--- src/hdl/rrb_pkg.sv ---
package rrb_pkg;

    localparam int SEQ_W          = 16;
    localparam int REORDER_DEPTH_DEF = 32;
    localparam logic [SEQ_W-1:0] RESET_EXPECTED = 16'd1;

    localparam logic RESULT_DELIVER = 1'b0;
    localparam logic RESULT_ACK     = 1'b1;

    typedef struct packed {
        logic [SEQ_W-1:0] sequence_number;
        logic [SEQ_W-1:0] payload_length;
        logic [SEQ_W-1:0] payload_handle;
    } in_word_t;

    typedef struct packed {
        logic             result_kind;
        logic [SEQ_W-1:0] delivered_handle;
        logic [SEQ_W-1:0] delivered_length;
        logic [SEQ_W-1:0] ack_number;
        logic             last_result;
    } out_word_t;

    // One held packet, same layout as an arriving word.
    typedef in_word_t entry_t;

    // True when a is behind b in wrap-aware order (difference in -32767..-1).
    function automatic logic seq_behind(logic [SEQ_W-1:0] a, logic [SEQ_W-1:0] b);
        logic [SEQ_W-1:0] d;
        d = a - b;
        return d[SEQ_W-1] && (d[SEQ_W-2:0] != '0);
    endfunction

endpackage

--- src/hdl/rrb_store.sv ---
module rrb_store
    import rrb_pkg::*;
#(
    parameter int DEPTH = REORDER_DEPTH_DEF,
    localparam int IW = $clog2(DEPTH)
)(
    input  logic          clk,
    input  logic          wr_en,
    input  logic [IW-1:0] wr_addr,
    input  entry_t        wr_data,
    input  logic          rd_en,
    input  logic [IW-1:0] rd_addr,
    output entry_t        rd_data
);

    entry_t mem [DEPTH];

    always_ff @(posedge clk)
    begin
        if (wr_en)
        begin
            mem[wr_addr] <= wr_data;
        end
    end

    always_ff @(posedge clk)
    begin
        if (rd_en)
        begin
            rd_data <= mem[rd_addr];
        end
    end

endmodule

--- src/hdl/receive_reorder_buffer_core.sv ---
// Channel  Direction  Payload     Handshake
// in       input      in_data     in_valid / in_stall
// out      output     out_data    out_valid / out_stall
// cfg      input      cfg_wdata   cfg_we (no wait)
//
// One word is taken at a time, only while the sequencer is idle and no register write is present.
// The held entries sit in one memory; a scan reads each held entry in turn,
// and each shifted entry is read, then written back; each drained entry is
// followed by one rescan of the held entries.
// Results leave through one output register, which stalls the sequencer only when full and stalled.
// Reset needs no clearing pass: the held count is zeroed and entries beyond it are never read.
module receive_reorder_buffer_core
    import rrb_pkg::*;
#(
    parameter int REORDER_DEPTH = REORDER_DEPTH_DEF
)(
    input  logic             clk,
    input  logic             rst_n,
    input  logic             in_valid,
    output logic             in_stall,
    input  in_word_t         in_data,
    output logic             out_valid,
    input  logic             out_stall,
    output out_word_t        out_data,
    input  logic             cfg_we,
    input  logic [SEQ_W-1:0] cfg_wdata
);

    localparam int IW = $clog2(REORDER_DEPTH);
    localparam int CW = $clog2(REORDER_DEPTH + 1);
    localparam logic [CW-1:0] DEPTH_C = CW'(REORDER_DEPTH);
    localparam logic [CW-1:0] LAST_C  = CW'(REORDER_DEPTH - 1);

    typedef enum logic [10:0] {
        ST_IDLE  = 11'b00000000001,
        ST_DELIN = 11'b00000000010,
        ST_DSCAN = 11'b00000000100,
        ST_DHIT  = 11'b00000001000,
        ST_DNRD  = 11'b00000010000,
        ST_DNWR  = 11'b00000100000,
        ST_FSCAN = 11'b00001000000,
        ST_UPRD  = 11'b00010000000,
        ST_UPWR  = 11'b00100000000,
        ST_INS   = 11'b01000000000,
        ST_ACK   = 11'b10000000000
    } state_t;

    state_t           state_reg, state_next;
    logic [SEQ_W-1:0] expected_reg, expected_next;
    logic [CW-1:0]    count_reg, count_next;
    logic [CW-1:0]    scan_reg, scan_next;
    logic             pend_reg, pend_next;
    logic [CW-1:0]    pend_idx_reg, pend_idx_next;
    logic [CW-1:0]    j_reg, j_next;
    logic [CW-1:0]    pos_reg, pos_next;
    logic             found_reg, found_next;
    logic             dup_reg, dup_next;
    entry_t           pkt_reg, pkt_next;
    entry_t           hit_reg, hit_next;
    logic             out_valid_reg, out_valid_next;
    out_word_t        out_data_reg, out_data_next;

    logic             rd_en, wr_en;
    logic [IW-1:0]    rd_addr, wr_addr;
    entry_t           wr_data, rd_data;
    logic             out_free, issue;
    logic [SEQ_W-1:0] diff_in;
    logic             in_future;
    logic [CW-1:0]    j_inc, j_dec, final_pos;

    rrb_store #(
        .DEPTH(REORDER_DEPTH)
    ) u_store (
        .clk(clk),
        .wr_en(wr_en),
        .wr_addr(wr_addr),
        .wr_data(wr_data),
        .rd_en(rd_en),
        .rd_addr(rd_addr),
        .rd_data(rd_data)
    );

    assign in_stall  = (state_reg != ST_IDLE) || cfg_we;
    assign out_valid = out_valid_reg;
    assign out_data  = out_data_reg;
    assign out_free  = !out_valid_reg || !out_stall;
    assign issue     = (scan_reg < count_reg);
    assign j_inc     = j_reg + 1'b1;
    assign j_dec     = j_reg - 1'b1;
    assign final_pos = found_reg ? pos_reg : count_reg;

    // Future means a wrap-aware difference in 1..32768.
    assign diff_in   = in_data.sequence_number - expected_reg;
    assign in_future = (diff_in != '0) && (!diff_in[SEQ_W-1] || (diff_in[SEQ_W-2:0] == '0));

    always_comb
    begin
        state_next     = state_reg;
        expected_next  = expected_reg;
        count_next     = count_reg;
        scan_next      = scan_reg;
        pend_next      = 1'b0;
        pend_idx_next  = pend_idx_reg;
        j_next         = j_reg;
        pos_next       = pos_reg;
        found_next     = found_reg;
        dup_next       = dup_reg;
        pkt_next       = pkt_reg;
        hit_next       = hit_reg;
        out_valid_next = out_valid_reg && out_stall;
        out_data_next  = out_data_reg;
        rd_en          = 1'b0;
        rd_addr        = scan_reg[IW-1:0];
        wr_en          = 1'b0;
        wr_addr        = j_reg[IW-1:0];
        wr_data        = rd_data;

        unique case (state_reg)
            ST_IDLE:
            begin
                if (cfg_we)
                begin
                    expected_next = cfg_wdata;
                    count_next    = '0;
                end
                else if (in_valid && (in_data.sequence_number != '0))
                begin
                    pkt_next  = in_data;
                    scan_next = '0;
                    found_next = 1'b0;
                    dup_next  = 1'b0;
                    if (in_data.sequence_number == expected_reg)
                    begin
                        expected_next = in_data.sequence_number + 1'b1;
                        state_next    = ST_DELIN;
                    end
                    else if (in_future)
                    begin
                        state_next = ST_FSCAN;
                    end
                    else
                    begin
                        state_next = ST_ACK;
                    end
                end
            end

            ST_DELIN:
            begin
                if (pkt_reg.payload_length == '0)
                begin
                    state_next = ST_DSCAN;
                end
                else if (out_free)
                begin
                    out_valid_next = 1'b1;
                    out_data_next  = '{RESULT_DELIVER, pkt_reg.payload_handle,
                                       pkt_reg.payload_length, '0, 1'b0};
                    state_next     = ST_DSCAN;
                end
            end

            ST_DSCAN:
            begin
                if (pend_reg && (rd_data.sequence_number == expected_reg))
                begin
                    hit_next   = rd_data;
                    j_next     = pend_idx_reg;
                    state_next = ST_DHIT;
                end
                else if (issue)
                begin
                    rd_en         = 1'b1;
                    pend_next     = 1'b1;
                    pend_idx_next = scan_reg;
                    scan_next     = scan_reg + 1'b1;
                end
                else if (!pend_reg)
                begin
                    state_next = ST_ACK;
                end
            end

            ST_DHIT:
            begin
                if ((hit_reg.payload_length == '0) || out_free)
                begin
                    if (hit_reg.payload_length != '0)
                    begin
                        out_valid_next = 1'b1;
                        out_data_next  = '{RESULT_DELIVER, hit_reg.payload_handle,
                                           hit_reg.payload_length, '0, 1'b0};
                    end
                    expected_next = hit_reg.sequence_number + 1'b1;
                    state_next    = ST_DNRD;
                end
            end

            ST_DNRD:
            begin
                if (j_inc < count_reg)
                begin
                    rd_en      = 1'b1;
                    rd_addr    = j_inc[IW-1:0];
                    state_next = ST_DNWR;
                end
                else
                begin
                    count_next = count_reg - 1'b1;
                    scan_next  = '0;
                    state_next = ST_DSCAN;
                end
            end

            ST_DNWR:
            begin
                wr_en      = 1'b1;
                j_next     = j_inc;
                state_next = ST_DNRD;
            end

            ST_FSCAN:
            begin
                if (pend_reg)
                begin
                    if (rd_data.sequence_number == pkt_reg.sequence_number)
                    begin
                        dup_next = 1'b1;
                    end
                    if (!found_reg && seq_behind(pkt_reg.sequence_number,
                                                 rd_data.sequence_number))
                    begin
                        found_next = 1'b1;
                        pos_next   = pend_idx_reg;
                    end
                end
                if (issue)
                begin
                    rd_en         = 1'b1;
                    pend_next     = 1'b1;
                    pend_idx_next = scan_reg;
                    scan_next     = scan_reg + 1'b1;
                end
                else if (!pend_reg)
                begin
                    pos_next = final_pos;
                    if (dup_reg)
                    begin
                        state_next = ST_ACK;
                    end
                    else if (count_reg < DEPTH_C)
                    begin
                        j_next     = count_reg;
                        count_next = count_reg + 1'b1;
                        state_next = ST_UPRD;
                    end
                    else if (final_pos < LAST_C)
                    begin
                        // Full buffer: the last entry falls off the end.
                        j_next     = LAST_C;
                        state_next = ST_UPRD;
                    end
                    else
                    begin
                        state_next = ST_ACK;
                    end
                end
            end

            ST_UPRD:
            begin
                if (j_reg > pos_reg)
                begin
                    rd_en      = 1'b1;
                    rd_addr    = j_dec[IW-1:0];
                    state_next = ST_UPWR;
                end
                else
                begin
                    state_next = ST_INS;
                end
            end

            ST_UPWR:
            begin
                wr_en      = 1'b1;
                j_next     = j_dec;
                state_next = ST_UPRD;
            end

            ST_INS:
            begin
                wr_en      = 1'b1;
                wr_addr    = pos_reg[IW-1:0];
                wr_data    = pkt_reg;
                state_next = ST_ACK;
            end

            ST_ACK:
            begin
                if (out_free)
                begin
                    out_valid_next = 1'b1;
                    out_data_next  = '{RESULT_ACK, '0, '0, expected_reg, 1'b1};
                    state_next     = ST_IDLE;
                end
            end

            default:
            begin
                state_next = ST_IDLE;
            end
        endcase
    end

    always_ff @(posedge clk or negedge rst_n)
    begin
        if (!rst_n)
        begin
            state_reg     <= ST_IDLE;
            expected_reg  <= RESET_EXPECTED;
            count_reg     <= '0;
            pend_reg      <= 1'b0;
            out_valid_reg <= 1'b0;
        end
        else
        begin
            state_reg     <= state_next;
            expected_reg  <= expected_next;
            count_reg     <= count_next;
            pend_reg      <= pend_next;
            out_valid_reg <= out_valid_next;
        end
    end

    always_ff @(posedge clk)
    begin
        scan_reg     <= scan_next;
        pend_idx_reg <= pend_idx_next;
        j_reg        <= j_next;
        pos_reg      <= pos_next;
        found_reg    <= found_next;
        dup_reg      <= dup_next;
        pkt_reg      <= pkt_next;
        hit_reg      <= hit_next;
        out_data_reg <= out_data_next;
    end

    // The held count never grows past the buffer depth.
    assert property (@(posedge clk) disable iff (!rst_n) count_reg <= DEPTH_C)
        else $error("held count beyond depth");

    // A result is never loaded over one that is still stalled.
    assert property (@(posedge clk) disable iff (!rst_n)
        (out_valid && out_stall) |=> (out_valid && $stable(out_data)))
        else $error("stalled result overwritten");

    // Memory writes happen only during shifts and the insert.
    assert property (@(posedge clk) disable iff (!rst_n)
        wr_en |-> (state_reg == ST_DNWR || state_reg == ST_UPWR || state_reg == ST_INS))
        else $error("memory write outside shift or insert");

    // Each word taken in with a nonzero sequence number starts work, so the input is stalled in the next cycle.
    assert property (@(posedge clk) disable iff (!rst_n)
        (in_valid && !in_stall && !cfg_we && (in_data.sequence_number != '0)) |=> in_stall)
        else $error("input taken without starting work");

endmodule
--- config.mk ---
export PLATFORM = sky130hd
export DESIGN_NAME = receive_reorder_buffer_core
export DESIGN_NICKNAME = d
export VERILOG_FILES = /design/src/hdl/rrb_pkg.sv /design/src/hdl/rrb_store.sv /design/src/hdl/receive_reorder_buffer_core.sv
export SDC_FILE = /design/constraint.sdc
export NUM_CORES = 2
export LEC_CHECK = 0
export BUFFER_PORTS_ARGS = -buffer_cell sky130_fd_sc_hd__buf_2
export CORE_MARGIN = 2
export CORE_UTILIZATION = 50
export CTS_CLUSTER_DIAMETER = 100
export DETAILED_ROUTE_END_ITERATION = 12
export PLACE_DENSITY = 0.65
export SYNTH_ARGS = -nofsm -noshare
export SYNTH_HDL_FRONTEND = slang
export SYNTH_HIERARCHICAL = 1
export SYNTH_SLANG_ARGS = --single-unit
--- constraint.sdc ---
create_clock -name clk -period 13.6 [get_ports clk]
set_clock_uncertainty 0.1 [all_clocks]
set_input_delay 2.72 -clock clk [delete_from_list [all_inputs] [get_ports clk]]
set_output_delay 2.72 -clock clk [all_outputs]
set_load 0.05 [all_outputs]
==> run_results.csv <==
group,metric,value,unit
global_route,gr-total-overflow,0,
detailed_routing,drt_wl_total,190.9,mm
place,gp_congestion,0.8625,
sta,finalSetupViolations,0,
synthesis,synthDistinctLibCells,90,
sta,rsz0062_at_grt,"false",
place,dp_cells,6383,
global_route,track_usage,25.37,%
synthesis,avgSynthCellArea,16.21,sq um
sta,final_max_slew_viol_count,0,
global_route,antenna_found_initial,5,
worst_setup_path,worstPathArrival,3.71,ns
synthesis,yosys_warnings,6,
layout,fill_cells,11330,
synthesis,mappedNetlistNets,4631,
detailed_routing,wl_per_cell,28.46,um
synthesis,synth.mux.area_fraction,10.66,%
floorplan,core,145400,sq um
floorplan,initial_core_util,50.21,%
synthesis,synthSimpleGateAreaFrac,5.109,%
floorplan,die_h,386.1,um
synthesis,ys.flop_type,"edfxtp_1",
layout,largest_register_ffs,1536,
worst_hold_path,hold_path_class,"reg2reg",
sta,fin_crit,6.528,ns
sta,slew_headroom,11.05,%
layout,multiInputGateArea,18110,sq um
clock_tree,ctsHtreeMaxLevel,4,
global_route,grt_max_degree,160,
clock_tree,clock_latency,0.82,ns
synthesis,synth_edf_count,1755,
synthesis,synth_top_family_by_area,"multiplexers",
synthesis,synth_area,73010,sq um
sta,hold_viol_final,0,
place,dpl_cell_area,75610,sq um
power_and_ir_drop,powerDensity,178.6,nW/um^2
global_route,grt_pass1_vias,39380,
worst_setup_path,path_class,"in2out",
worst_setup_path,cp_num_buf_inv,2,
clock_tree,cts_setup_buffers,0,
detailed_routing,route.detailed.drc,0,
clock_tree,cts_hold_buf,0,
detailed_routing,first_pass_iters,6,
power_and_ir_drop,p_leak,27.82,nW
detailed_routing,drtAntennaViolNets,0,
power_and_ir_drop,ir_drop,0.1708,mV
floorplan,rows,140,
clock_tree,clockRootBuffer,"clkbuf_16",
floorplan,die_area,149100,sq um
sta,period_share,48.00,%
worst_setup_path,worst_path_largest_cell_delay,0.45,ns
clock_tree,clk_pin_slew_worst_paths,0.06,ns
place,io_buffer_count,120,
floorplan,io_pins,121,
layout,final_common_cell,"edfxtp_1",
synthesis,synthAdderAreaFrac,1.032,%
synthesis,async_flop_share,1.955,%
layout,final_cell_mix,"edfxtp_1, mux2i_1, nand2_1",
layout,fin_cells,6708,
clock_tree,numCtsBuffers,177,
layout,drive_gt1_share,10.57,%
layout,nNetsFinal,4773,
sta,worst_pin_slew,1.334,ns
detailed_routing,vias,41090,
clock_tree,cts_buffer_depth,3,
worst_setup_path,start_kind,"primary input",
global_route,grt_first_pass_wirelength,273.7,mm
layout,final_area,81130,sq um
worst_setup_path,cp_common_cell,"buf_2",
worst_setup_path,critPathCaptureType,"output port",
flow_run,maxCapViolations,0,
sta,tns,0,ns
place,hpwl,95.38,mm
clock_tree,clock_sinks,1790,
synthesis,synth_compound_area_share,6.619,%
detailed_routing,drtIter0Drc,5028,
worst_setup_path,crit_slowest_cell,"buf_2",
synthesis,synth-seq-cells,1790,
outcome,status,"finished, final reports clean",
worst_setup_path,worstPathCellList,"buf_2 > or2_2 > buf_2",
floorplan,die_x,386.1,um
clock_tree,cts_tree,"done",
layout,regArea,53580,sq um
synthesis,synth_cells,4503,
place,pre_cts_ws,7.083,ns
sta,worst_slack,7.072,ns
sta,max_freq,153.2,MHz
worst_setup_path,crit_family,"buffers and inverters",
layout,area_growth_syn_to_layout,11.13,%
worst_setup_path,crit_required,10.78,ns
synthesis,synth_seq_area_share,73.39,%
synthesis,synth_xor_area_share,0.8466,%
clock_tree,post_cts_resized,0,
detailed_routing,via_per_inst,6.125,
worst_setup_path,crit_fanout,34,
## worst register-to-register path, stage by stage, from the launching register on
cell and delay (ns):
edfxtp_1 0.50, inv_1 0.15, ha_1 0.39, ha_1 0.29
a21boi_0 0.12, o21a_1 0.19, o21a_1 0.16, o21ai_0 0.16
nand2b_1 0.08, a21oi_1 0.18, nand2_1 0.20, inv_1 0.23
a221o_1 0.18, a22o_1 0.27, nor2b_4 0.53, buf_4 0.81
buf_4 0.88, a22o_1 0.32, nor3_1 0.05, a31oi_1 0.27
nand3_1 0.12
## cell usage after synthesis, types with 5 or more instances
library cell	count	area (sq um)
a221oi_1	9	78.83
nor3_1	59	295.3
or3_1	11	68.82
a22oi_1	147	1104
ha_1	57	713.2
mux2i_1	775	7757
o211ai_1	16	120.1
a21oi_1	189	945.9
a21o_1	10	75.07
xor2_1	31	271.5
and2_1	8	50.05
nand3_1	172	860.8
edfxtp_1	1755	52700
o21ai_0	69	345.3
nor4_1	14	87.58
a31oi_1	51	319.1
nand3b_1	6	45.04
and3_1	12	75.07
a211oi_1	11	82.58
a22o_1	130	1139
buf_1	10	37.54
clkbuf_1	89	334.1
nand2_1	327	1227
nor2b_1	14	87.58
o21a_1	14	105.1
o31ai_1	8	60.06
o221ai_1	5	43.79
nand4_1	21	131.4
o22ai_1	11	68.82
nor2_1	104	390.4
buf_4	41	307.8
dfrtp_1	33	825.8
buf_6	43	484.2
inv_1	73	274.0
or2_2	5	31.28
xnor2_1	37	324.1
buf_2	46	230.2
nand2b_1	8	50.05
## stage by stage
| step | hold WS [ns] | utilization, % | power [mW] |
|---|---|---|---|
| after floorplan | 0.3262 | - | 9.064 |
| after global placement | 0.3371 | 52.01 | 9.840 |
| after detailed placement | 0.3373 | 52.01 | 9.865 |
| after CTS | 0.3510 | 55.80 | 14.53 |
| after global routing | 0.3696 | 55.80 | 15.01 |
| final | 0.3536 | 55.80 | 14.49 |
## logic make-up (layout without fill, tap and decap cells)
group	count (synthesis)	after routing
flip-flops	1790	1790
buffers and inverters	306	592
AO/OA/AOI/OAI	706	706
XOR/XNOR	69	69
multiplexers	777	777
other	0	2
adder cells (fa/ha/maj)	59	59
AND/OR/NAND/NOR	796	796
## power breakdown
group	switching, mW	internal [mW]	total [mW]
registers	0.0931	6.26	6.35
clock network	2.08	2.63	4.71
logic	2.14	1.29	3.43
total	4.32	10.2	14.5
## cell type report
cell class | count | share of cell area (%)
Antenna cell | 2 | 0.006169
Clock buffer | 236 | 5.785
Clock inverter | 87 | 1.013
Inverter | 75 | 0.3578
Multi-Input combinational cell | 2407 | 22.33
Sequential cell | 1790 | 66.04
Tap cell | 1917 | 2.956
Timing Repair Buffer | 194 | 1.517
## worst paths after layout
check / startpoint / to / slack, ns / depth (start not counted)
setup / recovery: cfg_we / in_stall / 7.07 / 3
hold / removal: u_store/rd_data[0] / hit_reg[0] / 0.35 / 0
setup reg to reg: j_reg[0] / u_store/rd_data[16] / 7.12 / 20
hold reg to reg: u_store/rd_data[0] / hit_reg[0] / 0.35 / 0
max in group asynchronous: rst_n / expected_reg[13] / 10.84 / 1
min in group asynchronous: rst_n / out_valid / 1.95 / 1
## routing by layer
layer  vias up  part of all wire (%)  GRT usage [%]
li1      17920                     -              -
met1     20980                    43          37.08
met2      1883                    46          39.85
met3       298                   8.5          3.987
met4         4                   2.4          6.783
met5         -                 0.012              0
No activity file was read; power rests on OpenSTA's default activity.
